<file path="src/design/cwd_pkg.sv">
package cwd_pkg;

  localparam int SAMPLE_W   = 13;
  localparam int CFG_INDEX_W = 4;
  localparam int CFG_DATA_W  = 12;
  localparam int OUT_DATA_W  = 64;

  localparam logic [CFG_INDEX_W-1:0] REG_WINDOW_SIZE       = 4'd0;
  localparam logic [CFG_INDEX_W-1:0] REG_LOW_RMS_LIMIT     = 4'd1;
  localparam logic [CFG_INDEX_W-1:0] REG_LOW_RMS_LIMIT_TWO = 4'd2;
  localparam logic [CFG_INDEX_W-1:0] REG_NEIGHBOR_FRAC     = 4'd3;

  localparam logic [6:0]  WINDOW_SIZE_RST       = 7'd20;
  localparam logic [11:0] LOW_RMS_LIMIT_RST     = 12'd14;
  localparam logic [11:0] LOW_RMS_LIMIT_TWO_RST = 12'd16;
  localparam logic [9:0]  NEIGHBOR_FRAC_RST     = 10'd200;

  localparam int QUEUE_DEPTH     = 4;
  localparam int SNAP_TICKS      = 100;
  localparam int FRAC_SCALE      = 1000;
  localparam int DEAD_SCALE      = 990;
  localparam int TIGHT_LIMIT     = 2000;
  localparam int MIN_LOW_WINDOWS = 4;

  typedef struct packed {
    logic [6:0]  window_size;
    logic [11:0] low_rms_limit;
    logic [11:0] low_rms_limit_two;
    logic [9:0]  neighbor_frac_limit;
  } cwd_cfg_t;

endpackage

</file>
<file path="src/design/cwd_fifo.sv">
module cwd_fifo #(
  parameter int WIDTH = 8
) (
  input  logic             clk,
  input  logic             rst_n,
  input  logic             push,
  input  logic [WIDTH-1:0] wdata,
  output logic             full,
  input  logic             pop,
  output logic [WIDTH-1:0] rdata,
  output logic             valid
);

  localparam int DEPTH = cwd_pkg::QUEUE_DEPTH;
  localparam int AW    = $clog2(DEPTH);

  logic [WIDTH-1:0] mem_r [DEPTH];
  logic [AW-1:0]    wp_r, rp_r;
  logic [AW:0]      cnt_r;

  assign full  = (cnt_r == (AW+1)'(DEPTH));
  assign valid = (cnt_r != '0);
  assign rdata = mem_r[rp_r];

  always_ff @(posedge clk) begin
    if (push) begin
      mem_r[wp_r] <= wdata;
    end
  end

  always_ff @(posedge clk) begin
    if (!rst_n) begin
      wp_r  <= '0;
      rp_r  <= '0;
      cnt_r <= '0;
    end else begin
      if (push) begin
        wp_r <= wp_r + AW'(1);
      end
      if (pop) begin
        rp_r <= rp_r + AW'(1);
      end
      cnt_r <= cnt_r + (AW+1)'(push) - (AW+1)'(pop);
    end
  end

endmodule

</file>
<file path="config.mk">
export PLATFORM = sky130hd
export DESIGN_NAME = cwd_fifo
export DESIGN_NICKNAME = d
export VERILOG_FILES = /design/src/design/cwd_pkg.sv /design/src/design/cwd_fifo.sv
export SDC_FILE = /design/constraint.sdc
export NUM_CORES = 1
export LEC_CHECK = 0
export BUFFER_PORTS_ARGS = -buffer_cell sky130_fd_sc_hd__buf_2
export CAP_MARGIN = 0
export CELL_PAD_IN_SITES_DETAIL_PLACEMENT = 1
export CELL_PAD_IN_SITES_GLOBAL_PLACEMENT = 2
export CORE_ASPECT_RATIO = 1.2
export CORE_MARGIN = 8
export CORE_UTILIZATION = 44
export DETAILED_ROUTE_END_ITERATION = 16
export PLACE_DENSITY = 0.86
export SYNTH_ARGS = -nofsm -noshare
export SYNTH_HDL_FRONTEND = slang
export SYNTH_SLANG_ARGS = --single-unit
export TNS_END_PERCENT = 50
</file>
<file path="constraint.sdc">
create_clock -name clk -period 4.25 [get_ports clk]
set_input_delay 0 -clock clk [delete_from_list [all_inputs] [get_ports clk]]
set_output_delay 0 -clock clk [all_outputs]
set_load 0.01 [all_outputs]
</file>
# After elaboration in Yosys (flattened, before gate mapping)
# Memory sizes are Yosys's and may differ from the RTL's. A register that Yosys moved wholly into a read port is not among the register bits.
# Index checks and enable logic that the tools add are counted.
[totals] ff_bits=7 ram_bits=32 input_bits=12 out_inout_bits=10 elab_cells=14 mem_count=1
[op_classes] add_sub_neg=4 n_eq_ne=1 mux=4 reduce_logical=1
[memory_table] memory="mem_r" depth=4 width=8 rd=1 rd_clocked_by_memory_dff=1 write_ports=1 line="cwd_fifo.sv:17" source="logic [WIDTH-1:0] mem_r [DEPTH];"
[op_table] operator="2-bit by 1-bit adder with 2-bit output, second input constant" n=2
[op_table] operator="2-bit 2-to-1 mux" n=2
[op_table] operator="3-bit by 1-bit adder with 3-bit output" n=1
[op_table] operator="3-bit equality test, second input constant" n=1
[op_table] operator="3-bit nonzero test" n=1
[op_table] operator="3-bit by 1-bit subtractor with 3-bit output" n=1
[op_table] operator="1-bit 2-to-1 mux" n=2

# Depth between registers and ports, before layout
# Gate-level depths: netlist of the first run.
[depth] depth_word=3 ltp_mapped=7 ltp_nobuf=7

# Least setup slack after synthesis of the first run
# Ideal clock, no wire load.
[synth_timing] path_type="flip-flop to flip-flop" start="reg cnt_r[0]" end="reg cnt_r[2]" setup_time_ns=0.117 t_arrival_ns=1.382 required_time_ns=4.133 slack_ns=2.751 stages_incl_launch_ff=8 n_path_buf=0 period_less_slack_ns=1.499 path_cell_list="dfxtp_1 inv_1 ha_1 inv_1 ha_1 fa_1 xor3_1 nor2_1"
[synth_between] elab_chain_len=2
[synth_lines] item="start, declared" line="cwd_fifo.sv:19" source="logic [AW:0] cnt_r;"
[synth_lines] item="start signal, assigned" line="cwd_fifo.sv:43" source="cnt_r <= cnt_r + (AW+1)'(push) - (AW+1)'(pop);"
[synth_lines] item="3-bit by 1-bit adder with 3-bit output" line="cwd_fifo.sv:43"
[synth_lines] item="3-bit by 1-bit subtractor with 3-bit output" line="cwd_fifo.sv:43"
# Every way passes these cells.
# A chain may end at the register's enable or synchronous reset.

==> metrics.md, run 1 <==
| Metric | Value |
|---|---|
| Sw Pwr | `roughly 0.20 mW` |
| Max cap viols | `0` |
| Syn Nets | `104` |
| GRT overflow | `0` |
| F_max | `between 500 and 600 MHz` |
| Layout cells sized above 1 | `0.306` |
| Post-DP HPWL | `approximately 2.0 mm` |
| Number of synthesized register bits | `41` |
| Worst rel slew slack | `0.636` |
| GPL Wtd Cong | `0.660` |
| Setup WS pre-CTS | `2.66 ns` |
| # H-tree levels | `2` |
| Crit path kind | `flip-flop to primary output` |
| Initial antenna violation count | `0` |
| Outcome | `completed` |
| Yosys cell types | `18` |
| FF+latch area | `0.00114 mm2` |
| CTS buffer count | `5` |
| Wire per inst | `17.4 um` |
| Starting DRT DRC Count | `63` |
| Via count | `819` |
| Switching share of power | `0.221` |
| Worst hold slack | `0.0402 ns` |
| CP arrival | `1.69 ns` |
| Final WL | `2.78 mm` |
| Post-route ant nets | `0` |
| Worst-Skew Late Latency | `just under 0.3 ns` |
| Design area | `0.00194 mm2` |
| Critical path required time | `between 4 and 5 ns` |
| Total track usage | `0.109` |
| Die width | `71.1 um` |
| First-pass GRT wire length | `4.54 mm` |
| Via density | `5.12` |
| Worst setup EP type | `primary output` |
| Endpoints failing setup | `0` |
| Die Y | `82.1 um` |
| 1st-pass router iterations | `4` |
| Post-DP Area | `0.00174 mm2` |
| Clk slew on worst S/H paths | `0.07 ns` |
| Skew final | `0.00358 ns` |
| IO Pins | `22` |
| Synth Warn # | `0` |
| Fin worst setup slack | `2.56 ns` |
| Worst slew pin tran | `0.545 ns` |
| Sequential-to-total area share from yosys stat | `0.712` |
| Synth Cell Area | `approximately 0.0016 mm2` |
| Most frequent cells in the layout | `32 x edfxtp_1, 21 x buf_2, 9 x dfxtp_1, 9 x dlygate4sd3_1, 8 x mux4_2` |
| Final worst path period need | `1.69 ns` |
| Logic pwr share | `0.138` |
| Internal power | `0.705 mW` |
| CTS tree | `yes` |
| DP Cell Count | `around 140` |
| CTS max path bufs | `2` |
| Hold Fails Final Rpt | `0` |
| # port buffers | `21` |
| Hold WC Path Type | `primary input to flip-flop` |
| Core area | `~0.0036 mm2` |
| Most common cell after layout, fill and taps aside | `edfxtp_1` |
| Vias in the first global route | `roughly 910` |
| RSZ-0062 raised after global routing | `no` |
| Sequential power share | `0.530` |
| Mapped Avg Cell Area | `18.8 um2` |
| Fin. max-slew vios | `0` |
| Final cell count without fillers | `160` |
| CP startpoint kind | `flip-flop` |
| Clk sink count | `roughly 40` |
| FILL cells | `339` |
| DIE AREA | `0.00583 mm2` |
| # DRC | `0` |
| Clock power share | `0.332` |
| Cells after Synth | `85` |
| P&R area growth vs syn | `20.9%` |
| Area of the multi-input gates | `418 um2` |
| Number of cell rows | `24` |
| Setup Fix Bufs, Post-CTS | `0` |
| CTS root buf | `clkbuf_8` |
| Fin nets | `about 140` |
| N_diodes | `0` |
| Starting Density | `0.448` |
| Leak | `0.730 nW` |
| Final Cycle Share | `0.398` |
| Crit-path max FO | `8` |
| VDD IR max | `0.292 mV` |
| Power Density | `467 mW/mm2` |
| Setup TNS | `0 ns` |
| Pin count of the biggest net entering global routing | `14` |
[registers in the layout, summed over array words and instances (netlist names), named ones only]
signal / cells
wp_r: 2
cnt_r: 3
mem_r: 32
rp_r: 2
[worst max-delay path, stage by stage (launching register included)]
cell and delay [ns]:
dfxtp_1 0.67, mux4_2 0.58, buf_2 0.16
[synthesized netlist by cell type]
cell type	instances	area (um2)
or3_1	1	6.26
a21oi_1	1	5.00
edfxtp_1	32	961
buf_6	1	11.3
fa_1	1	20.0
mux2i_1	1	10.0
dfxtp_1	9	180
inv_1	7	26.3
nor2_1	5	18.8
and2_1	6	37.5
clkbuf_2	1	5.00
and3_1	1	6.26
a21bo_2	1	10.0
xor3_1	1	23.8
nand3b_1	1	7.51
mux4_2	8	180
ha_1	6	75.1
xnor2_1	2	17.5
[kinds of logic (layout without fill, tap and decap cells)]
group,after synthesis,count (layout),synth area share
muxes,9,9,0.119
adders and majority gates,7,7,0.0594
AOI/OAI and AO/OA,2,2,0.00937
DFF,41,41,0.712
xor gates and xnor gates,3,3,0.0258
and+or+nand+nor,14,14,0.0477
buffers and inverters,9,45,0.0266
[layout make-up]
cell class                      count  share of cell area
Sequential cell                    41               0.589
Multi-Input combinational cell     35               0.216
Clock inverter                      2              0.0181
Inverter                            7              0.0136
Tap cell                           39              0.0252
Timing Repair Buffer               30               0.101
Clock buffer                        6              0.0375
[timing repair]
item | 4_1_cts | 5_1_grt
resized for setup | 0 | 0
hold endpoints to repair | 34 | 0
hold buffers | 9 | 0
[metal layers]
layer | global-route usage | share of wire
met5 | 0 | 0
met4 | 0.0563 | 0.020
met3 | 0.0435 | 0.047
met2 | 0.197 | 0.52
met1 | 0.106 | 0.41
[power groups by stage]
stage                     clock network [mW]  registers (mW)  logic, mW
after floorplan                            0           0.478     0.0878
final                                  0.300           0.480      0.125
after global placement                     0           0.487      0.115
after detailed placement                   0           0.490      0.121
after global routing                   0.320           0.484      0.139
after CTS                              0.306           0.481      0.128
[final timing paths]
check        slack (ns)        end  cells after the start       from
max                2.56   rdata[2]                      2  flip-flop
min                0.04  flip-flop                      3        pop
max reg2reg        2.67   cnt_r[2]                      7   cnt_r[0]
min reg2reg        0.55    rp_r[1]                      2    rp_r[0]
[per-stage QoR]
stage / utilization / power (mW)
final: 0.542 / 0.905
after global placement: 0.487 / 0.602
after global routing: 0.542 / 0.943
after floorplan: - / 0.566
after detailed placement: 0.487 / 0.612
after CTS: 0.542 / 0.915
Power figures use the tool's default switching activity.
==> run 2: changes to the inputs <==
- CORE_UTILIZATION: 44 -> 37
- PLACE_DENSITY: 0.86 -> 0.78
- clock period: 4.25 -> 1.5 ns (I/O delays scaled with it)
==> run 2 against run 1 <==
Against the previous run: flip-flop and latch count did not move; sequential share of layout area fell by 3.0 points; via count increased by 3.2%; setup slack got worse by 2.6 ns; largest cell class unchanged; utilization is 5.4 points lower; clock skew increased by 0.0044 ns; clock power increased to 2.8 times the previous value; first-iteration DRC count is 38% lower; wire length grew 6.0%; die area increased by 15%; worst hold slack improved by 0.038 ns; combinational power grew to 3.4 times the previous value.
==> metrics.md, run 2 (same netlist as run 1, synthesis figures left out) <==
| Metric | Value |
|---|---|
| Worst rel slew slack | `0.733 (was 0.636)` |
| Final worst path period need | `1.50 ns` |
| Worst setup EP type | `flip-flop (was primary output)` |
| Number of cell rows | `26 (was 24)` |
| CTS tree | `yes (unchanged)` |
| Most common cell after layout, fill and taps aside | `edfxtp_1 (unchanged)` |
| Endpoints failing setup | `0 (unchanged)` |
| VDD IR max | `0.610 mV (was 0.292 mV)` |
| Worst slew pin tran | `0.400 ns (was 0.545 ns)` |
| Power Density | `1280 mW/mm2 (was 467 mW/mm2)` |
| Post-route ant nets | `0 (unchanged)` |
| Initial antenna violation count | `0 (unchanged)` |
| RSZ-0062 raised after global routing | `yes (was no)` |
| Vias in the first global route | `977 (was 909)` |
| CP arrival | `1.74 ns (was 1.69 ns)` |
| Final WL | `2.95 mm (was 2.78 mm)` |
| Die width | `76.1 um (was 71.1 um)` |
| Clk slew on worst S/H paths | `0.08 ns (was 0.07 ns)` |
| Setup Fix Bufs, Post-CTS | `0 (unchanged)` |
| Final cell count without fillers | `182 (was 160)` |
| CP Cell Sequence | `inv_2 -> ha_4 -> inv_2 -> ha_4 -> fa_2 -> and2_4 (was mux4_2 -> buf_2)` |
| F_max | `667 MHz` |
| DP Cell Count | `165 (was 143)` |
| Leak | `0.763 nW (was 0.730 nW)` |
| CTS max path bufs | `2 (unchanged)` |
| # H-tree levels | `2 (unchanged)` |
| Crit-path max FO | `2 (was 8)` |
| Core area | `0.00420 mm2 (was 0.00357 mm2)` |
| Via density | `4.64 (was 5.12)` |
| Post-DP HPWL | `2.08 mm (was 2.00 mm)` |
| # DRC | `0 (unchanged)` |
| GPL Wtd Cong | `0.634 (was 0.660)` |
| Hold Fails Final Rpt | `0 (unchanged)` |
| P&R area growth vs syn | `27.8% (was 20.9%)` |
| Wire per inst | `16.2 um (was 17.4 um)` |
| FILL cells | `415 (was 339)` |
| Reg with most FFs | `mem_r (unchanged)` |
| Slowest stage delay, CP | `0.51 ns (was 0.67 ns)` |
| Crit path kind | `flip-flop to flip-flop (was flip-flop to primary output)` |
| Fin nets | `144 (was 139)` |
| Pin count of the biggest net entering global routing | `14 (unchanged)` |
| FF+latch area | `0.00114 mm2 (about the same)` |
| Starting DRT DRC Count | `39 (was 63)` |
| Layout cells sized above 1 | `0.397 (was 0.306)` |
| # port buffers | `21 (unchanged)` |
| Via count | `845 (was 819)` |
| First-pass GRT wire length | `4.90 mm (was 4.54 mm)` |
| Final Cycle Share | `0.999` |
| Clk sink count | `41 (unchanged)` |
| Regs by FF count | `mem_r x32, cnt_r x3 (unchanged)` |
| Internal power | `2.04 mW (was 0.705 mW)` |
| Clock power share | `0.325 (was 0.332)` |
| Max FFs per register | `32 (unchanged)` |
| Sequential power share | `0.514 (was 0.530)` |
| Logic pwr share | `0.161 (was 0.138)` |
| 1st-pass router iterations | `3 (was 4)` |
| Post-DP Area | `0.00180 mm2 (was 0.00174 mm2)` |
| Skew final | `0.00797 ns (was 0.00358 ns)` |
| CTS buffer count | `5 (unchanged)` |
| N_diodes | `0 (unchanged)` |
| Switching share of power | `0.223 (was 0.221)` |
| IO Pins | `22 (unchanged)` |
| Flop-to-flop setup slack | `0.001 ns (was 2.67 ns)` |
| Total chip power | `2.63 mW (was 0.905 mW)` |
| CP startpoint kind | `flip-flop (unchanged)` |
| Hold path depth | `3 (unchanged)` |
| Outcome | `completed (unchanged)` |
| Critical path required time | `1.74 ns (was 4.25 ns)` |
| Hold WC Path Type | `primary input to flip-flop (unchanged)` |
| Max cap viols | `0 (unchanged)` |
| CTS root buf | `clkbuf_8 (unchanged)` |
| Total track usage | `0.0961 (was 0.109)` |
| Worst-case reg-to-reg path depth | `6 (was 7)` |
| Worst path slowest cell | `fa_2 (was dfxtp_1)` |
| Sw Pwr | `0.587 mW (was 0.200 mW)` |
| Most frequent cells in the layout | `32 x edfxtp_1, 20 x buf_2, 9 x dlygate4sd3_1, 8 x mux4_2, 7 x dfxtp_1 (was 32 x edfxtp_1, 21 x buf_2, 9 x dfxtp_1, 9 x dlygate4sd3_1, 8 x mux4_2)` |
| Fin. max-slew vios | `0 (unchanged)` |
| Worst-Skew Late Latency | `0.29 ns (about the same)` |
| DIE AREA | `0.00670 mm2 (was 0.00583 mm2)` |
| GRT overflow | `0 (unchanged)` |
| Die Y | `88.1 um (was 82.1 um)` |
| Worst hold slack | `0.0784 ns (was 0.0402 ns)` |
| Post-layout util | `0.488 (was 0.542)` |
| Starting Density | `0.382 (was 0.448)` |
| Design area | `0.00205 mm2 (was 0.00194 mm2)` |
| Area of the multi-input gates | `448 um2 (was 418 um2)` |
-- run 2: changes by cell type in the layout (fill, tap and decap cells not counted), moves of 2 or more --
cell and change:
inv_2 +2, dfxtp_2 +2, buf_4 +4, ha_4 +2, inv_1 -2, dfxtp_1 -2
ha_1 -2
-- run 2: stage by stage --
step                      setup WS [ns]  setup TNS, ns
final                           0.00146              0
after global placement          -0.0208        -0.0208
after floorplan                0.000893              0
after detailed placement        -0.0930         -0.159
after CTS                       -0.0174        -0.0174
after global routing            -0.0312        -0.0582
-- run 2: routing by layer --
layer / routed length, um / up-vias / global-route usage
met5: 0 / - / 0
met4: 51 / 0 / 0.0368
met3: 121 / 5 / 0.0370
met2: 1590 / 21 / 0.176
met1: 1190 / 428 / 0.0969
li1: - / 391 / -
-- run 2: layout make-up --
type                    count  share of cell area
repair buffers             35               0.123
flip-flops and latches     41               0.559
well taps                  56              0.0342
clock inverters             2              0.0171
multi-input cells          35               0.219
clock buffers               6              0.0355
inverters                   7              0.0128
-- run 2: repair_timing --
item / 4_1_cts / 5_1_grt
endpoints found under the setup margin: 10 / 8
hold buffers: 9 / 0
endpoints found under the hold margin: 34 / 0
pin swaps: 4 / 3
gates resized for setup: 9 / 4
-- run 2: worst max-delay path, delay by kind of cell, from the launching register on --
| family | cells | cell delay [ns] |
|---|---|---|
| adders and majority gates | 3 | 0.90 |
| DFF | 1 | 0.33 |
| and+or+nand+nor | 1 | 0.13 |
| buffers and inverters | 2 | 0.09 |
-- run 2: power groups by stage --
stage	clock [mW]	combinational (mW)	sequential, mW
after global placement	0	0.352	1.36
after detailed placement	0	0.376	1.37
final	0.854	0.424	1.35
after floorplan	0	0.249	1.35
after global routing	0.926	0.470	1.36
after CTS	0.876	0.419	1.35
-- run 2: path summary, 6_finish.rpt --
| check | to | start |
|---|---|---|
| max | cnt_r[1] | cnt_r[0] |
| min | rp_r[1] | pop |
| max reg2reg | cnt_r[1] | cnt_r[0] |
| min reg2reg | rp_r[1] | rp_r[0] |
==> run 3: changes to the inputs <==
- clock period: 1.5 -> 1.36 ns (I/O delays scaled with it)
==> run 3 against run 2 <==
Against the previous run: final cell count grew 0.55%; power up 3.7%; critical endpoint is now cnt_r[2]; highest routed layer unchanged; sequential share of layout area fell by 1.2 points; clock-buffer cell count fell by 1; the flow now finishes with violations (setup timing).
==> metrics.md, run 3 (same netlist as run 1, synthesis figures left out) <==
| Metric | Value |
|---|---|
| GR Util met2 | `0.169 (was 0.176)` |
| Reg with most FFs | `mem_r (unchanged)` |
| P&R area growth vs syn | `30.7% (was 27.8%)` |
| Post-DP HPWL | `2.08 mm (about the same)` |
| Worst slew pin tran | `0.410 ns (was 0.400 ns)` |
| CP startpoint kind | `flip-flop (unchanged)` |
| CTS root buf | `clkbuf_8 (unchanged)` |
| 1st-pass router iterations | `3 (unchanged)` |
| VDD IR max | `0.694 mV (was 0.610 mV)` |
| Worst setup EP type | `flip-flop (unchanged)` |
| # port buffers | `21 (unchanged)` |
| Final Cycle Share | `1.09 (was 0.999)` |
| Design area | `0.00209 mm2 (was 0.00205 mm2)` |
| Vias in the first global route | `980 (was 977)` |
| Critical path required time | `1.54 ns (was 1.74 ns)` |
| Worst rel slew slack | `0.726 (was 0.733)` |
| Met3 Use GR | `0.0359 (was 0.0370)` |
| First-pass GRT wire length | `4.76 mm (was 4.90 mm)` |
| Starting DRT DRC Count | `41 (was 39)` |
| GPL Wtd Cong | `0.632 (was 0.634)` |
| # DRC | `0 (unchanged)` |
| RSZ-0062 raised after global routing | `yes (unchanged)` |
| Crit path kind | `flip-flop to flip-flop (unchanged)` |
| Fin. max-slew vios | `0 (unchanged)` |
| Core area | `0.00420 mm2 (unchanged)` |
| Worst hold slack | `0.0917 ns (was 0.0784 ns)` |
| Hold Path End | `wp_r[1] (was rp_r[1])` |
| GRT overflow | `0 (unchanged)` |
| Fin nets | `145 (was 144)` |
| Clk sink count | `41 (unchanged)` |
| Post-layout util | `0.499 (was 0.488)` |
| Setup WS pre-CTS | `-0.245 ns (was -0.0930 ns)` |
| Leak | `0.771 nW (was 0.763 nW)` |
| Via density | `4.67 (was 4.64)` |
| Setup Fix Bufs, Post-CTS | `0 (unchanged)` |
| Most common cell after layout, fill and taps aside | `edfxtp_1 (unchanged)` |
| Violated checks | `setup timing` |
| Hold path start | `push (was pop)` |
| Final worst path period need | `1.48 ns (was 1.50 ns)` |
| IO Pins | `22 (unchanged)` |
| Initial antenna violation count | `0 (unchanged)` |
| Via count | `854 (was 845)` |
| Power Density | `1300 mW/mm2 (was 1280 mW/mm2)` |
| Pin count of the biggest net entering global routing | `14 (unchanged)` |
| Die Y | `88.1 um (unchanged)` |
| Outcome | `complete, but fails checks (was completed)` |
| Clk slew on worst S/H paths | `0.08 ns (about the same)` |
| Die width | `76.1 um (unchanged)` |
| Worst-case reg-to-reg path depth | `7 (was 6)` |
| Max cap viols | `0 (unchanged)` |
| R2r startpoint | `cnt_r[0] (unchanged)` |
| Setup TNS | `-0.721 ns (was 0 ns)` |
| Crit-path max FO | `2 (unchanged)` |
| Skew final | `0.00515 ns (was 0.00797 ns)` |
| Wire per inst | `15.5 um (was 16.2 um)` |
| Hold Fails Final Rpt | `0 (unchanged)` |
| # H-tree levels | `2 (unchanged)` |
| Most Crowded Layer GR | `met2 (unchanged)` |
| Final WL | `2.84 mm (was 2.95 mm)` |
| Post-route ant nets | `0 (unchanged)` |
| Flop-to-flop setup slack | `-0.12 ns (was 0.001 ns)` |
| Total track usage | `0.0927 (was 0.0961)` |
| N_diodes | `0 (unchanged)` |
| Regs by FF count | `mem_r x32, cnt_r x3 (unchanged)` |
| Max FFs per register | `32 (unchanged)` |
| Endpoints failing setup | `10 (was 0)` |
| Layout cells sized above 1 | `0.402 (was 0.397)` |
| Number of cell rows | `26 (unchanged)` |
| CTS tree | `yes (unchanged)` |
| CTS buffer count | `5 (unchanged)` |
| CTS max path bufs | `2 (unchanged)` |
| Reg2reg end | `cnt_r[2] (was cnt_r[1])` |
| Starting Density | `0.382 (unchanged)` |
| Worst-Skew Late Latency | `0.29 ns (about the same)` |
| CP arrival | `1.66 ns (was 1.74 ns)` |
| Hold path depth | `3 (unchanged)` |
| Hold WC Path Type | `primary input to flip-flop (unchanged)` |
| DIE AREA | `0.00670 mm2 (unchanged)` |
| F_max | `675 MHz (was 667 MHz)` |
| Most frequent cells in the layout | `32 x edfxtp_1, 16 x buf_2, 9 x dlygate4sd3_1, 8 x mux4_2, 7 x dfxtp_1 (was 32 x edfxtp_1, 20 x buf_2, 9 x dlygate4sd3_1, 8 x mux4_2, 7 x dfxtp_1)` |
| M1 GR Usage | `0.0936 (was 0.0969)` |
| Post-DP Area | `0.00186 mm2 (was 0.00180 mm2)` |
| Fin worst setup slack | `-0.122 ns (was 0.00146 ns)` |
==> run 3: cell count changes in the layout (fill, tap and decap cells not counted), sizes merged <==
cell,previous run,this run
clkinvlp,0,1
clkbuf,6,5
buf,26,27
bufinv,1,0
clkinv,1,2
==> run 3: power breakdown <==
group	internal [mW]	leakage [nW]	switching [mW]
clock	0.354	0.0439	0.393
sequential	1.44	0.369	0.0495
combinational	0.288	0.359	0.202
==> run 3: cell type report <==
class / instances / area (um2)
fillers: 404 / 2100
well taps: 56 / 70.1
repair buffers: 36 / 322
clock buffers: 5 / 68.8
multi-input cells: 35 / 445
inverters: 7 / 26.3
flip-flops and latches: 41 / 1140
clock inverters: 3 / 17.5
==> run 3: metal layers <==
layer | vias to the layer above | share of wire | routed length, um
li1 | 397 | - | -
met1 | 431 | 0.42 | 1180
met2 | 22 | 0.52 | 1480
met3 | 4 | 0.049 | 140
met4 | 0 | 0.013 | 36
met5 | - | 0 | 0
==> run 3: repair_timing <==
| item | CTS | global route |
|---|---|---|
| pin swaps | 4 | 2 |
| resized for setup | 10 | 4 |
| endpoints found under the setup margin | 10 | 10 |
| hold endpoints to repair | 34 | 0 |
| hold buffers | 9 | 0 |
| gates cloned | 0 | 0 |
==> run 3: how the worst max path moves through the flow <==
stage | from | endpoint | slack (ns) | depth (start not counted)
2_1_floorplan | cnt_r[0] | cnt_r[2] | -0.14 | 7
3_3_place_gp | cnt_r[0] | cnt_r[2] | -0.16 | 7
3_5_place_dp | cnt_r[0] | cnt_r[2] | -0.24 | 7
4_1_cts | cnt_r[0] | cnt_r[2] | -0.16 | 7
5_1_grt | cnt_r[0] | cnt_r[2] | -0.18 | 7
6_report | cnt_r[0] | cnt_r[2] | -0.12 | 7
==> run 3: worst max-delay path, stage by stage, from the launching register on <==
cell and delay, ns:
dfxtp_2 0.33, inv_2 0.05, ha_4 0.25, inv_2 0.04, ha_4 0.15, fa_2 0.33
xor3_1 0.19, nor2_1 0.04
==> run 3: per-stage QoR <==
| step | power, mW | cells |
|---|---|---|
| 3_5_place_dp | 1.95 | 166 |
| 3_3_place_gp | 1.92 | 166 |
| 5_1_grt | 2.88 | 183 |
| 2_1_floorplan | 1.77 | 85 |
| 6_report | 2.73 | 183 |
| 4_1_cts | 2.75 | 183 |
