===== src/design/cwd_pkg.sv =====
package cwd_pkg;

  localparam int SAMPLE_W   = 13;
  localparam int CFG_INDEX_W = 4;
  localparam int CFG_DATA_W  = 12;
  localparam int OUT_DATA_W  = 64;

  localparam logic [CFG_INDEX_W-1:0] REG_WINDOW_SIZE       = 4'd0;
  localparam logic [CFG_INDEX_W-1:0] REG_LOW_RMS_LIMIT     = 4'd1;
  localparam logic [CFG_INDEX_W-1:0] REG_LOW_RMS_LIMIT_TWO = 4'd2;
  localparam logic [CFG_INDEX_W-1:0] REG_NEIGHBOR_FRAC     = 4'd3;

  localparam logic [6:0]  WINDOW_SIZE_RST       = 7'd20;
  localparam logic [11:0] LOW_RMS_LIMIT_RST     = 12'd14;
  localparam logic [11:0] LOW_RMS_LIMIT_TWO_RST = 12'd16;
  localparam logic [9:0]  NEIGHBOR_FRAC_RST     = 10'd200;

  localparam int QUEUE_DEPTH     = 4;
  localparam int SNAP_TICKS      = 100;
  localparam int FRAC_SCALE      = 1000;
  localparam int DEAD_SCALE      = 990;
  localparam int TIGHT_LIMIT     = 2000;
  localparam int MIN_LOW_WINDOWS = 4;

  typedef struct packed {
    logic [6:0]  window_size;
    logic [11:0] low_rms_limit;
    logic [11:0] low_rms_limit_two;
    logic [9:0]  neighbor_frac_limit;
  } cwd_cfg_t;

endpackage


===== src/design/cwd_front.sv =====
module cwd_front #(
  parameter int MAX_TICKS  = 16384,
  parameter int MAX_WINDOW = 64,
  localparam int TW   = $clog2(MAX_TICKS + 1),
  localparam int PW   = $clog2(MAX_WINDOW + 1),
  localparam int SW   = 14 + $clog2(MAX_WINDOW),
  localparam int QW   = 25 + $clog2(MAX_WINDOW),
  localparam int RECW = 2 + TW + QW + SW
) (
  input  logic                                clk,
  input  logic                                rst_n,
  input  logic                                in_tvalid,
  output logic                                in_tready,
  input  logic signed [cwd_pkg::SAMPLE_W-1:0] in_sample,
  input  logic                                in_last,
  input  logic [PW-1:0]                       w_eff,
  output logic                                q_push,
  output logic [RECW-1:0]                     q_wdata,
  input  logic                                q_full
);

  logic signed [SW-1:0] sum_r, sum_nxt, sum_a;
  logic [QW-1:0]        sq_r, sq_nxt, sq_a;
  logic [PW-1:0]        pos_r, pos_nxt, pos_a;
  logic [TW-1:0]        tick_r, tick_nxt, n_a;
  logic signed [25:0]   vv;
  logic                 accept, counting, close_w;

  assign in_tready = !q_full;
  assign accept    = in_tvalid && in_tready;
  assign counting  = (tick_r < TW'(MAX_TICKS));
  assign vv        = in_sample * in_sample;
  assign sum_a     = sum_r + SW'(in_sample);
  assign sq_a      = sq_r + QW'($unsigned(vv));
  assign pos_a     = pos_r + PW'(1);
  assign n_a       = counting ? tick_r + TW'(1) : tick_r;
  assign close_w   = counting && (pos_a >= w_eff);
  assign q_push    = accept && (close_w || in_last);
  assign q_wdata   = {in_last, close_w, n_a, sq_a, sum_a};

  always_comb begin
    sum_nxt  = sum_r;
    sq_nxt   = sq_r;
    pos_nxt  = pos_r;
    tick_nxt = tick_r;
    if (accept) begin
      if (in_last) begin
        sum_nxt  = '0;
        sq_nxt   = '0;
        pos_nxt  = '0;
        tick_nxt = '0;
      end else if (counting) begin
        tick_nxt = n_a;
        if (close_w) begin
          sum_nxt = '0;
          sq_nxt  = '0;
          pos_nxt = '0;
        end else begin
          sum_nxt = sum_a;
          sq_nxt  = sq_a;
          pos_nxt = pos_a;
        end
      end
    end
  end

  always_ff @(posedge clk) begin
    if (!rst_n) begin
      sum_r  <= '0;
      sq_r   <= '0;
      pos_r  <= '0;
      tick_r <= '0;
    end else begin
      sum_r  <= sum_nxt;
      sq_r   <= sq_nxt;
      pos_r  <= pos_nxt;
      tick_r <= tick_nxt;
    end
  end

endmodule


===== config.mk =====
export PLATFORM = sky130hd
export DESIGN_NAME = cwd_front
export DESIGN_NICKNAME = d
export VERILOG_FILES = /design/src/design/cwd_pkg.sv /design/src/design/cwd_front.sv
export SDC_FILE = /design/constraint.sdc
export NUM_CORES = 1
export LEC_CHECK = 0
export BUFFER_PORTS_ARGS = -buffer_cell sky130_fd_sc_hd__buf_2
export CORE_AREA = 2 2 157 159
export DETAILED_ROUTE_END_ITERATION = 7
export DIE_AREA = 0 0 159 161
export PLACE_DENSITY = 0.67
export RECOVER_POWER = 100
export SLEW_MARGIN = 20
export SYNTH_ARGS = -nofsm -noshare
export SYNTH_HDL_FRONTEND = slang
export SYNTH_SLANG_ARGS = --single-unit

===== constraint.sdc =====
create_clock -name clk -period 10.8 [get_ports clk]
set_clock_uncertainty 0.05 [all_clocks]
set_input_delay 2.16 -clock clk [delete_from_list [all_inputs] [get_ports clk]]
set_output_delay 2.16 -clock clk [all_outputs]
set_load 0.05 [all_outputs]

# Yosys cells after proc, flatten, opt, wreduce, memory -nomap -nowiden
# Index checks and enable logic that the tools add are counted.
# classes
n_addsub	4
n_mul	1
order_cmp	2
mux	12
n_reduce_logical	7
# ops
operator	n
$mux 31	3
$mux 20	3
$mux 15	3
$add 31x26->31	1
$mul 13x13->26	1
$mux 7	3
$add 20x13->20	1
$add 15x1->15 const B	1
$lt 15x15->1 const B	1
$add 7x1->7 const B	1
$ge 7x7->1	1
$logic_and 1x1->1	3
$reduce_and 2->1	1
$reduce_bool 2->1	1
$logic_not 1->1	1
$logic_or 1x1->1	1
# word_totals
regBits	73
inputBits	25
output_inout_bits	70
word_cells	30

# Depth between registers and ports, before layout
# Gate-level depths: netlist (run 1).
# depth
depth_word	6
mapped_depth	32
depth_no_buf	30

# Worst setup path after synthesis (run 1)
# No wires, ideal clock.
# synth_path
kind	in2out
startpoint	input in_sample[1] in the netlist's numbering
endpoint	output q_wdata[48]
arrival_ns	9.667
t_required_ns	8.590
slack_ns	-1.077
cell_stages	30
path_buffers	2
cell_sequence	clkbuf_1 clkbuf_1 and2_1 fa_1 inv_1 fa_1 inv_1 fa_1 inv_1 fa_1 inv_1 fa_1 ha_1 ha_1 o21ai_1 a21oi_2 o211ai_1 a21oi_1 or3_1 a31o_2 a21oi_1 xnor2_1 ha_1 nand2_1 o21ai_0 nor3_2 a21oi_1 a31oi_2 a211oi_1 xor2_1
# synth_between
elab_chain_cells	2
# synth_rtl
item	line	rtl
start: declaration	cwd_front.sv:14	input logic signed [cwd_pkg::SAMPLE_W-1:0] in_sample,
$mul 13x13->26	cwd_front.sv:32	assign vv = in_sample * in_sample;
$add 31x26->31	cwd_front.sv:34	assign sq_a = sq_r + QW'($unsigned(vv));
end: declaration	cwd_front.sv:18	output logic [RECW-1:0] q_wdata,
# Every way passes these cells.

# Worst setup path after layout (run 1)
# layout_path
startpoint	input in_sample[9] in the netlist's numbering
endpoint	output q_wdata[48]
# Same word-level chain as after synthesis.

==> results of run 1 <==
## through the flow
stage / util / hold WS (ns) / cell area, µm² / cells
after detailed placement: 0.564 / 0.422 / 13500 / 1808
final: 0.615 / 0.432 / 14700 / 1857
after global placement: 0.564 / 0.410 / 13500 / 1808
after global routing: 0.615 / 0.451 / 14700 / 1857
after floorplan: - / 0.382 / 11400 / 1261
after CTS: 0.594 / 0.433 / 14200 / 1838
## kinds of logic after synthesis
kind of cell               count (synthesis)  synth area share
DFF                                       73             0.131
muxes                                      3           0.00281
AOI/OAI and AO/OA                        255             0.158
xor gates and xnor gates                  95            0.0747
buffers and inverters                    243            0.0831
and+or+nand+nor                          317             0.146
adders and majority gates                275             0.404
## worst max path at each step
stage	start	to	slack [ns]	cells after the start
after global routing	in_sample[2]	q_wdata[48]	-0.52	31
after floorplan	in_sample[1]	q_wdata[48]	-0.05	30
after detailed placement	in_sample[5]	q_wdata[50]	-0.44	28
after CTS	in_sample[2]	q_wdata[50]	-0.17	30
final	in_sample[9]	q_wdata[48]	-0.27	26
after global placement	in_sample[1]	q_wdata[50]	-0.41	28
## worst register-to-register path, stage by stage, from the launching register on
cell and delay, ns:
sky130_fd_sc_hd__dfxtp_1 0.45, sky130_fd_sc_hd__inv_1 0.10, sky130_fd_sc_hd__o21ai_0 0.22, sky130_fd_sc_hd__clkbuf_1 1.91, sky130_fd_sc_hd__and2_0 1.25, sky130_fd_sc_hd__a21oi_1 0.13
sky130_fd_sc_hd__o21ai_1 0.18
## routing by layer
metal | up-vias | share of wire | track usage
met5 | - | 0 | 0
met4 | 0 | 0.020 | 0.0607
met3 | 39 | 0.042 | 0.0231
met2 | 220 | 0.49 | 0.386
met1 | 4728 | 0.45 | 0.303
li1 | 4697 | - | -
## cell type report
type,count,area [µm²],share of cell area
clock buffer,9,225,0.0153
tap,324,405,0.0275
antenna,1,2.50,0.000170
multi-input combinational,945,9570,0.649
clock inverter,6,67.6,0.00458
timing repair buffer,295,2240,0.152
sequential,73,1460,0.0991
inverter,204,768,0.0521
## what timing repair did
item,CTS,global route
pin swaps,64,94
buffers inserted,17,19
gates resized for setup,76,102
endpoints found under the hold margin,0,0
endpoints found under the setup margin,14,16
## sequential cells by signal, indices dropped and copies added (netlist names)
| name | flops |
|---|---|
| sq_r | 31 |
| sum_r | 20 |
| tick_r | 15 |
| pos_r | 7 |
## cells in the final DEF (no fill, tap or decap), types with 11 or more instances in the layout
master and instances:
sky130_fd_sc_hd__inv_1 197, sky130_fd_sc_hd__buf_4 186, sky130_fd_sc_hd__fa_1 131, sky130_fd_sc_hd__ha_1 115, sky130_fd_sc_hd__nand2_1 83, sky130_fd_sc_hd__dfxtp_1 73
sky130_fd_sc_hd__nor2b_1 57, sky130_fd_sc_hd__xnor2_1 54, sky130_fd_sc_hd__nor2_1 44, sky130_fd_sc_hd__a21oi_1 44, sky130_fd_sc_hd__clkbuf_1 44, sky130_fd_sc_hd__a22oi_1 39
sky130_fd_sc_hd__xor2_1 29, sky130_fd_sc_hd__o21ai_0 27, sky130_fd_sc_hd__buf_6 27, sky130_fd_sc_hd__buf_2 24, sky130_fd_sc_hd__and2_1 22, sky130_fd_sc_hd__a21o_1 21
sky130_fd_sc_hd__a22o_1 18, sky130_fd_sc_hd__ha_4 16, sky130_fd_sc_hd__nand3_1 14, sky130_fd_sc_hd__a21oi_2 14, sky130_fd_sc_hd__a31oi_1 13, sky130_fd_sc_hd__o21a_1 11
==> Implementation_results.wiki, run 1 <==
{| class="wikitable"
! Metric !! Value
|-
| Mean Syn Cell Area || 8.83 µm²
|-
| Layout overhead on the synthesized area || 32.4%
|-
| Final net count || 1828
|-
| Largest stage delay, worst path || ~0.53 ns
|-
| Number of fill cells in the layout || roughly 2100
|-
| Synth area leader || sky130_fd_sc_hd__fa_1
|-
| Clock tree from TritonCTS || done
|-
| Final setup fails || 8
|-
| Relative slew slack || -0.756
|-
| Hold Crit Class || reg -> reg
|-
| Clock network latency to the later pin of the worst-skew pair || between 0.3 and 0.4 ns
|-
| Mapped Cells || 1261
|-
| Count of input and output buffers || 94
|-
| Setup Slack @ Placement || -0.443 ns
|-
| Origin of the worst min-delay path || sq_r[24]
|-
| Synth Warn # || 0
|-
| Kind of critical path || in -> out
|-
| Antenna-violating nets left || 0
|-
| Top_reg_cell synth || sky130_fd_sc_hd__dfxtp_1
|-
| Die Footprint || between 20000 and 30000 µm²
|-
| Slowest stage cell on the critical path || sky130_fd_sc_hd__fa_1
|-
| Number of buffers added to fix hold violations after cts || 0
|-
| Routed wire length || roughly 29000 µm
|-
| Average vias per placed instance || roughly 5.2
|-
| Drc violations || 0
|-
| CTS sink cnt || 73
|-
| Total clock buffers created by CTS || 9
|-
| Register-to-register setup slack || between 6 and 7 ns
|-
| Startpoint types || input pin
|-
| R2R Path End || sq_r[27]
|-
| Antenna violations before repair || 1
|-
| Depth of the most critical reg-to-reg path || 6
|-
| Core Region || approximately 24000 µm²
|-
| Area share of the largest cell type after synthesis || 0.254
|-
| Vertical extent of the die || between 150 and 200 µm
|-
| Endpoint class of the critical path || output port
|-
| Sequential area share after synthesis || 0.131
|-
| Cell types with the largest area share after synthesis || sky130_fd_sc_hd__fa_1 25%, sky130_fd_sc_hd__ha_1 15%, sky130_fd_sc_hd__dfxtp_1 13%, sky130_fd_sc_hd__inv_1 6.9%, sky130_fd_sc_hd__xnor2_1 4.7%
|-
| Startpoint of the lowest-slack register-to-register path || tick_r[14]
|-
| Synthesized netlist net count || around 1600
|-
| Pin count of the biggest net entering global routing || between 50 and 60
|-
| Ys async rst share || 0
|-
| Arrival time of data at the critical path endpoint || ~8.9 ns
|-
| Clock transition time at the flip-flop clock pins of the worst setup and hold paths || around 0.060 ns
|-
| Average wire length per cell after detail routing || approximately 16 µm
|-
| CTS Root Buffer Type || sky130_fd_sc_hd__clkbuf_16
|-
| Crit path buffers/inverters || 5
|-
| Distinct cell type count after synthesis || between 50 and 60
|-
| Iteration-0 DRC Markers || 383
|-
| Global router's overall resource usage || 0.224
|-
| Mapped Area || around 11000 µm²
|-
| Vias in the first global route || approximately 9900
|-
| Number of maximum-capacitance constraint violations || 1
|-
| Wire length of the first global-routing pass || 47700 µm
|-
| Top Ports || between 90 and 100
|-
| Most used cell along the critical path || sky130_fd_sc_hd__fa_1
|-
| Initial standard-cell utilization of the core || 0.465
|-
| Unrepaired setup endpoints after global routing || true
|-
| TritonRoute pass-1 iters || 5
|-
| Final critical-path required period || between 10 and 15 ns
|-
| Maximum frequency from static timing analysis || ~0.090 GHz
|-
| Final total negative setup slack || -1.23 ns
|-
| Residual overflow from global routing || 0
|-
| Endpoint required time on the critical path || 8.59 ns
|-
| FP Rows || 57
|-
| Most numerous cell in the Yosys netlist || sky130_fd_sc_hd__inv_1
|-
| Outcome || complete, but fails checks
|-
| Final hold vios || 0
|-
| RD Place Congestion || 0.894
|-
| Largest fanout on the critical path || 6
|-
| Number of H-tree levels || 3
|-
| Fin worst setup slack || -0.266 ns
|-
| Fraction of final layout cells sized beyond drive strength 1 || 0.267
|-
| Max Slew Vio Count || 55
|-
| Number of enable flip-flop cells after synthesis || 0
|-
| Via count of the routed design || about 9700
|-
| Failing checks || capacitance limit, slew limit, setup timing
|-
| Pin slew with the least headroom to its limit || between 2 and 3 ns
|-
| Number of register bits inferred by synthesis || 73
|-
| Hold Crit Endpoint || sq_r[24]
|-
| Longest Clk Path Bufs || 2
|-
| Post-synth top cells || 204 x sky130_fd_sc_hd__inv_1, 141 x sky130_fd_sc_hd__fa_1, 134 x sky130_fd_sc_hd__ha_1, 92 x sky130_fd_sc_hd__nand2_1, 73 x sky130_fd_sc_hd__dfxtp_1
|-
| Final worst path period share || 1.02
|-
| Die width || roughly 160 µm
|-
| Half-perimeter wire length after detailed placement || between 20000 and 25000 µm
|-
| Kind of cell adding the most delay to the critical path || adder cells
|-
| Number of cells on the worst hold path || 2
|}
Power of run 1 is left out: the tool's default activity adds up to more than one toggle a clock period on the data nets, which glitch-free logic cannot reach.
==> run 2, diff against run 1 <==
PLACE_DENSITY = default   (was 0.67)
clock period = 11.3 ns   (was 10.8 ns; I/O delays follow)
==> Implementation_results.wiki, run 2 (synthesized netlist as in run 1, its figures left out) <==
{| class="wikitable"
! Metric !! Value
|-
| Unrepaired setup endpoints after global routing || true
|-
| Iteration-0 DRC Markers || ~340
|-
| Number of H-tree levels || 3
|-
| Cell count after placement || around 1800
|-
| Final core occ || 0.592
|-
| Final net count || 1804
|-
| Most common library cell in the layout ignoring fill and taps || sky130_fd_sc_hd__inv_1
|-
| R2R Path End || sum_r[12]
|-
| Pin slew with the least headroom to its limit || 2.70 ns
|-
| Core Region || 24000 µm²
|-
| CTS sink cnt || 73
|-
| Total clock buffers created by CTS || 9
|-
| FF+latch area || 1460 µm²
|-
| Wire length of the first global-routing pass || roughly 48000 µm
|-
| Most frequent cells in the layout || 198 x sky130_fd_sc_hd__inv_1, 174 x sky130_fd_sc_hd__buf_4, 136 x sky130_fd_sc_hd__fa_1
|-
| Flip-flop count of the largest register, all copies and words added || 31
|-
| Number of buffers added to fix hold violations after cts || 0
|-
| Final setup fails || 0
|-
| Initial standard-cell utilization of the core || 0.465
|-
| Depth of the most critical reg-to-reg path || 5
|-
| Outcome || complete, but fails checks
|-
| Clock network latency to the later pin of the worst-skew pair || between 0.3 and 0.4 ns
|-
| Layout overhead on the synthesized area || 27.5%
|-
| Failing checks || capacitance limit, slew limit
|-
| Half-perimeter wire length after detailed placement || around 22000 µm
|-
| Inserted Diodes || 0
|-
| Die width || about 160 µm
|-
| Startpoint of the lowest-slack register-to-register path || tick_r[14]
|-
| Via count of the routed design || between 9000 and 10000
|-
| Arrival time of data at the critical path endpoint || 8.95 ns
|-
| Clock transition time at the flip-flop clock pins of the worst setup and hold paths || ~0.060 ns
|-
| Most used cell along the critical path || sky130_fd_sc_hd__fa_1
|-
| Max Slew Vio Count || 55
|-
| Regs by FF count || sq_r (31), sum_r (20), tick_r (15)
|-
| Largest fanout on the critical path || 5
|-
| Final worst path period share || 0.996
|-
| Clock tree from TritonCTS || done
|-
| FP Rows || 57
|-
| Slowest stage cell on the critical path || sky130_fd_sc_hd__fa_1
|-
| Average vias per placed instance || a little over 5
|-
| Startpoint types || input pin
|-
| Number of cells on the worst hold path || 1
|-
| Vertical extent of the die || 161 µm
|-
| Final critical-path required period || about 11 ns
|-
| Kind of critical path || in -> out
|-
| Vias in the first global route || roughly 9800
|-
| Origin of the worst min-delay path || sum_r[16]
|-
| Endpoint class of the critical path || output port
|-
| Hold Crit Endpoint || sum_r[16]
|-
| Longest Clk Path Bufs || 2
|-
| Hold Crit Class || reg -> reg
|-
| Maximum frequency from static timing analysis || around 0.089 GHz
|-
| Final hold vios || 0
|-
| Relative slew slack || -0.797
|-
| Largest register by flop count || sq_r
|-
| Number of fill cells in the layout || between 2000 and 2500
|-
| Largest stage delay, worst path || about 0.55 ns
|-
| Multi-input combinational cell area || roughly 9300 µm²
|-
| Non-filler instance count after layout || about 1800
|-
| Drc violations || 0
|-
| Non-Filler Cell Area, Final || 14200 µm²
|-
| RD Place Congestion || 0.857
|-
| Average wire length per cell after detail routing || ~15 µm
|-
| Placed standard-cell area || around 13000 µm²
|-
| CTS Root Buffer Type || sky130_fd_sc_hd__clkbuf_16
|-
| Global router's overall resource usage || 0.227
|-
| Residual overflow from global routing || 0
|-
| Hold_ws || 0.431 ns
|-
| Count of input and output buffers || 94
|-
| Top Ports || 95
|-
| Pin count of the biggest net entering global routing || between 50 and 60
|-
| Routed wire length || around 28000 µm
|-
| Register-to-register setup slack || between 7 and 8 ns
|-
| Worst setup path startpoint || in_sample[11]
|-
| TritonRoute pass-1 iters || 5
|-
| Die Footprint || 25600 µm²
|-
| Number of maximum-capacitance constraint violations || 1
|-
| Antenna violations before repair || 0
|-
| Endpoint required time on the critical path || about 9.0 ns
|-
| Antenna-violating nets left || 0
|-
| Fraction of final layout cells sized beyond drive strength 1 || 0.231
|}
[run 2: changes by cell type in the layout (fill, tap and decap cells not counted), sizes merged]
| cell | change |
|---|---|
| buf | -28 |
| bufbuf | +1 |
| bufinv | -1 |
| clkbuf | +4 |
| clkinv | -1 |
| clkinvlp | +2 |
| diode | -1 |
| inv | -1 |
[run 2: final cells by class]
cell class                      count  share of cell area
Multi-Input combinational cell    945               0.658
Inverter                          204              0.0544
Timing Repair Buffer              271               0.137
Tap cell                          324              0.0286
Sequential cell                    73               0.103
Clock buffer                       10              0.0168
Clock inverter                      5             0.00282
[run 2: layer usage]
| metal | up-vias | track usage | part of all wire |
|---|---|---|---|
| li1 | 4649 | - | - |
| met1 | 4528 | 0.316 | 0.47 |
| met2 | 191 | 0.376 | 0.47 |
| met3 | 36 | 0.0280 | 0.043 |
| met4 | 0 | 0.0616 | 0.020 |
| met5 | - | 0 | 0 |
[run 2: repair_timing]
| item | CTS | global route |
|---|---|---|
| pin swaps | 32 | 59 |
| resized for setup | 47 | 94 |
| cloned | 1 | 0 |
| endpoints found under the setup margin | 13 | 16 |
| buffers inserted | 4 | 12 |
[run 2: critical path: cells and delay by family]
family / cells / cell delay, ns
buffers and inverters: 7 / 0.87
adders and majority gates: 8 / 3.55
and+or+nand+nor: 5 / 0.70
AOI/OAI and AO/OA: 7 / 1.32
xor gates and xnor gates: 2 / 0.24
[run 2: how the worst max path moves through the flow]
| stage | slack [ns] | depth (start not counted) | endpoint |
|---|---|---|---|
| after floorplan | 0.06 | 28 | q_wdata[40] |
| after global placement | -0.18 | 29 | q_wdata[48] |
| after detailed placement | -0.22 | 29 | q_wdata[48] |
| after CTS | -0.02 | 30 | q_wdata[50] |
| after global routing | -0.24 | 28 | q_wdata[48] |
| final | 0.04 | 29 | q_wdata[46] |
[run 2: metrics by stage]
stage,setup WS (ns),setup TNS [ns]
2_1_floorplan,0.0565,0
3_3_place_gp,-0.183,-1.02
3_5_place_dp,-0.225,-1.31
4_1_cts,-0.0243,-0.0243
5_1_grt,-0.240,-1.35
6_report,0.0443,0
Power of run 2 is left out for the same reason.
==> run 3, diff against run 2 <==
SETUP_SLACK_MARGIN = 0.1   (was default)
==> Implementation_results.wiki, run 3 (synthesized netlist as in run 1, its figures left out) <==
{| class="wikitable"
! Metric !! Value
|-
| Drc violations || 0
|-
| Regs by FF count || sq_r (31), sum_r (20), tick_r (15)
|-
| Vertical extent of the die || 161 µm
|-
| Most frequent cells in the layout || 199 x sky130_fd_sc_hd__inv_1, 167 x sky130_fd_sc_hd__buf_4, 135 x sky130_fd_sc_hd__fa_1
|-
| Count of input and output buffers || 94
|-
| Startpoint of the lowest-slack register-to-register path || tick_r[14]
|-
| Outcome || complete, but fails checks
|-
| Routed wire length || around 27000 µm
|-
| Startpoint types || input pin
|-
| Inserted Diodes || 0
|-
| Clock network latency to the later pin of the worst-skew pair || 0.34 ns
|-
| R2R Path End || sq_r[22]
|-
| Total clock buffers created by CTS || 9
|-
| Non-filler instance count after layout || 1826
|-
| Via count of the routed design || just over 9000
|-
| Register-to-register setup slack || roughly 7 ns
|-
| Average wire length per cell after detail routing || 15.0 µm
|-
| Number of buffers added to fix hold violations after cts || 0
|-
| Longest Clk Path Bufs || 2
|-
| Number of maximum-capacitance constraint violations || 1
|-
| CTS Root Buffer Type || sky130_fd_sc_hd__clkbuf_16
|-
| Maximum frequency from static timing analysis || 0.0891 GHz
|-
| Final setup fails || 0
|-
| Endpoint class of the critical path || output port
|-
| Worst setup path startpoint || in_sample[7]
|-
| Final worst path period share || 0.993
|-
| Layout overhead on the synthesized area || 26.9%
|-
| Top Ports || 95
|-
| CP Capture Point || q_wdata[50]
|-
| Residual overflow from global routing || 0
|-
| Pin count of the biggest net entering global routing || 55
|-
| Initial standard-cell utilization of the core || 0.465
|-
| RD Place Congestion || approximately 0.85
|-
| Flip-flop count of the largest register, all copies and words added || 31
|-
| Number of H-tree levels || 3
|-
| Clock transition time at the flip-flop clock pins of the worst setup and hold paths || 0.06 ns
|-
| Core Region || approximately 24000 µm²
|-
| Average vias per placed instance || 5.08
|-
| Arrival time of data at the critical path endpoint || approximately 8.9 ns
|-
| Failing checks || capacitance limit, slew limit
|-
| Final hold vios || 0
|-
| Antenna violations before repair || 0
|-
| Largest fanout on the critical path || 7
|-
| Wire length of the first global-routing pass || between 40000 and 50000 µm
|-
| Largest stage delay, worst path || ~0.55 ns
|-
| Kind of critical path || in -> out
|-
| Largest register by flop count || sq_r
|-
| FP Rows || between 50 and 60
|-
| Half-perimeter wire length after detailed placement || approximately 22000 µm
|-
| Hold Crit Class || reg -> reg
|-
| Slowest stage cell on the critical path || sky130_fd_sc_hd__fa_2
|-
| Global router's overall resource usage || 0.221
|-
| TritonRoute pass-1 iters || 6
|-
| Vias in the first global route || 9503
|-
| Iteration-0 DRC Markers || about 380
|-
| Endpoint required time on the critical path || 8.99 ns
|-
| Pin slew with the least headroom to its limit || 2.57 ns
|-
| Most common library cell in the layout ignoring fill and taps || sky130_fd_sc_hd__inv_1
|-
| Die Footprint || between 20000 and 30000 µm²
|-
| Die width || 159 µm
|-
| Final critical-path required period || approximately 11 ns
|-
| CTS sink cnt || 73
|-
| Number of fill cells in the layout || between 2000 and 2500
|-
| Antenna-violating nets left || 0
|-
| Relative slew slack || -0.713
|-
| Cell count after placement || between 1500 and 2000
|-
| Fraction of final layout cells sized beyond drive strength 1 || 0.228
|-
| Depth of the most critical reg-to-reg path || 5
|-
| Max Slew Vio Count || 55
|-
| Unrepaired setup endpoints after global routing || true
|-
| Final net count || between 1500 and 2000
|-
| Clock tree from TritonCTS || done
|}
## run 3: changes by cell type in the layout (fill, tap and decap cells not counted), sizes merged
cell and change:
buf -7, clkbuf +2, bufbuf -1
## run 3: how the worst min path moves through the flow
| stage | slack, ns | depth (start not counted) | from | endpoint |
|---|---|---|---|---|
| after floorplan | 0.38 | 2 | sq_r[24] | sq_r[24] |
| after global routing | 0.45 | 1 | sum_r[12] | sum_r[12] |
| after CTS | 0.43 | 2 | sum_r[19] | sum_r[19] |
| final | 0.43 | 2 | sq_r[24] | sq_r[24] |
| after detailed placement | 0.42 | 2 | sq_r[24] | sq_r[24] |
| after global placement | 0.41 | 2 | sum_r[19] | sum_r[19] |
## run 3: through the flow
stage               instance area [µm²]  setup WS (ns)   util  TNS, ns  hold WS [ns]
floorplan                         11400          0.102      -        0         0.382
global placement                  13300         -0.214  0.554    -1.03         0.413
detailed placement                13300         -0.237  0.554    -1.33         0.418
CTS                               13800         0.0414  0.575        0         0.429
global route                      14100         -0.185  0.589   -0.736         0.452
finish                            14100         0.0768  0.589        0         0.428
## run 3: routing by layer
layer / global-route usage / wire length (µm)
met1: 0.313 / 13300
met2: 0.370 / 13000
met3: 0.0226 / 854
met4: 0.0455 / 182
met5: 0 / 0
## run 3: what timing repair did
item                       CTS  global route
buffers inserted             5            10
pin swaps                   36            53
resized for setup           50            87
setup endpoints to repair   14            15
## run 3: worst max-delay path: cells and delay by family
kind | cells | cell delay (ns)
AO/OA/AOI/OAI | 10 | 1.97
AND/OR/NAND/NOR | 4 | 0.64
buffers and inverters | 6 | 0.49
adder cells (fa/ha/maj) | 8 | 3.29
XOR/XNOR | 2 | 0.25
## run 3: cell type report
| cell class | instances | area (µm²) | area share |
|---|---|---|---|
| multi-input combinational | 945 | 9310 | 0.659 |
| clock inverter | 5 | 40.0 | 0.00283 |
| inverter | 204 | 774 | 0.0548 |
| sequential | 73 | 1460 | 0.103 |
| tap | 324 | 405 | 0.0287 |
| clock buffer | 10 | 239 | 0.0169 |
| timing repair buffer | 265 | 1890 | 0.134 |
Power of run 3 is left out for the same reason.
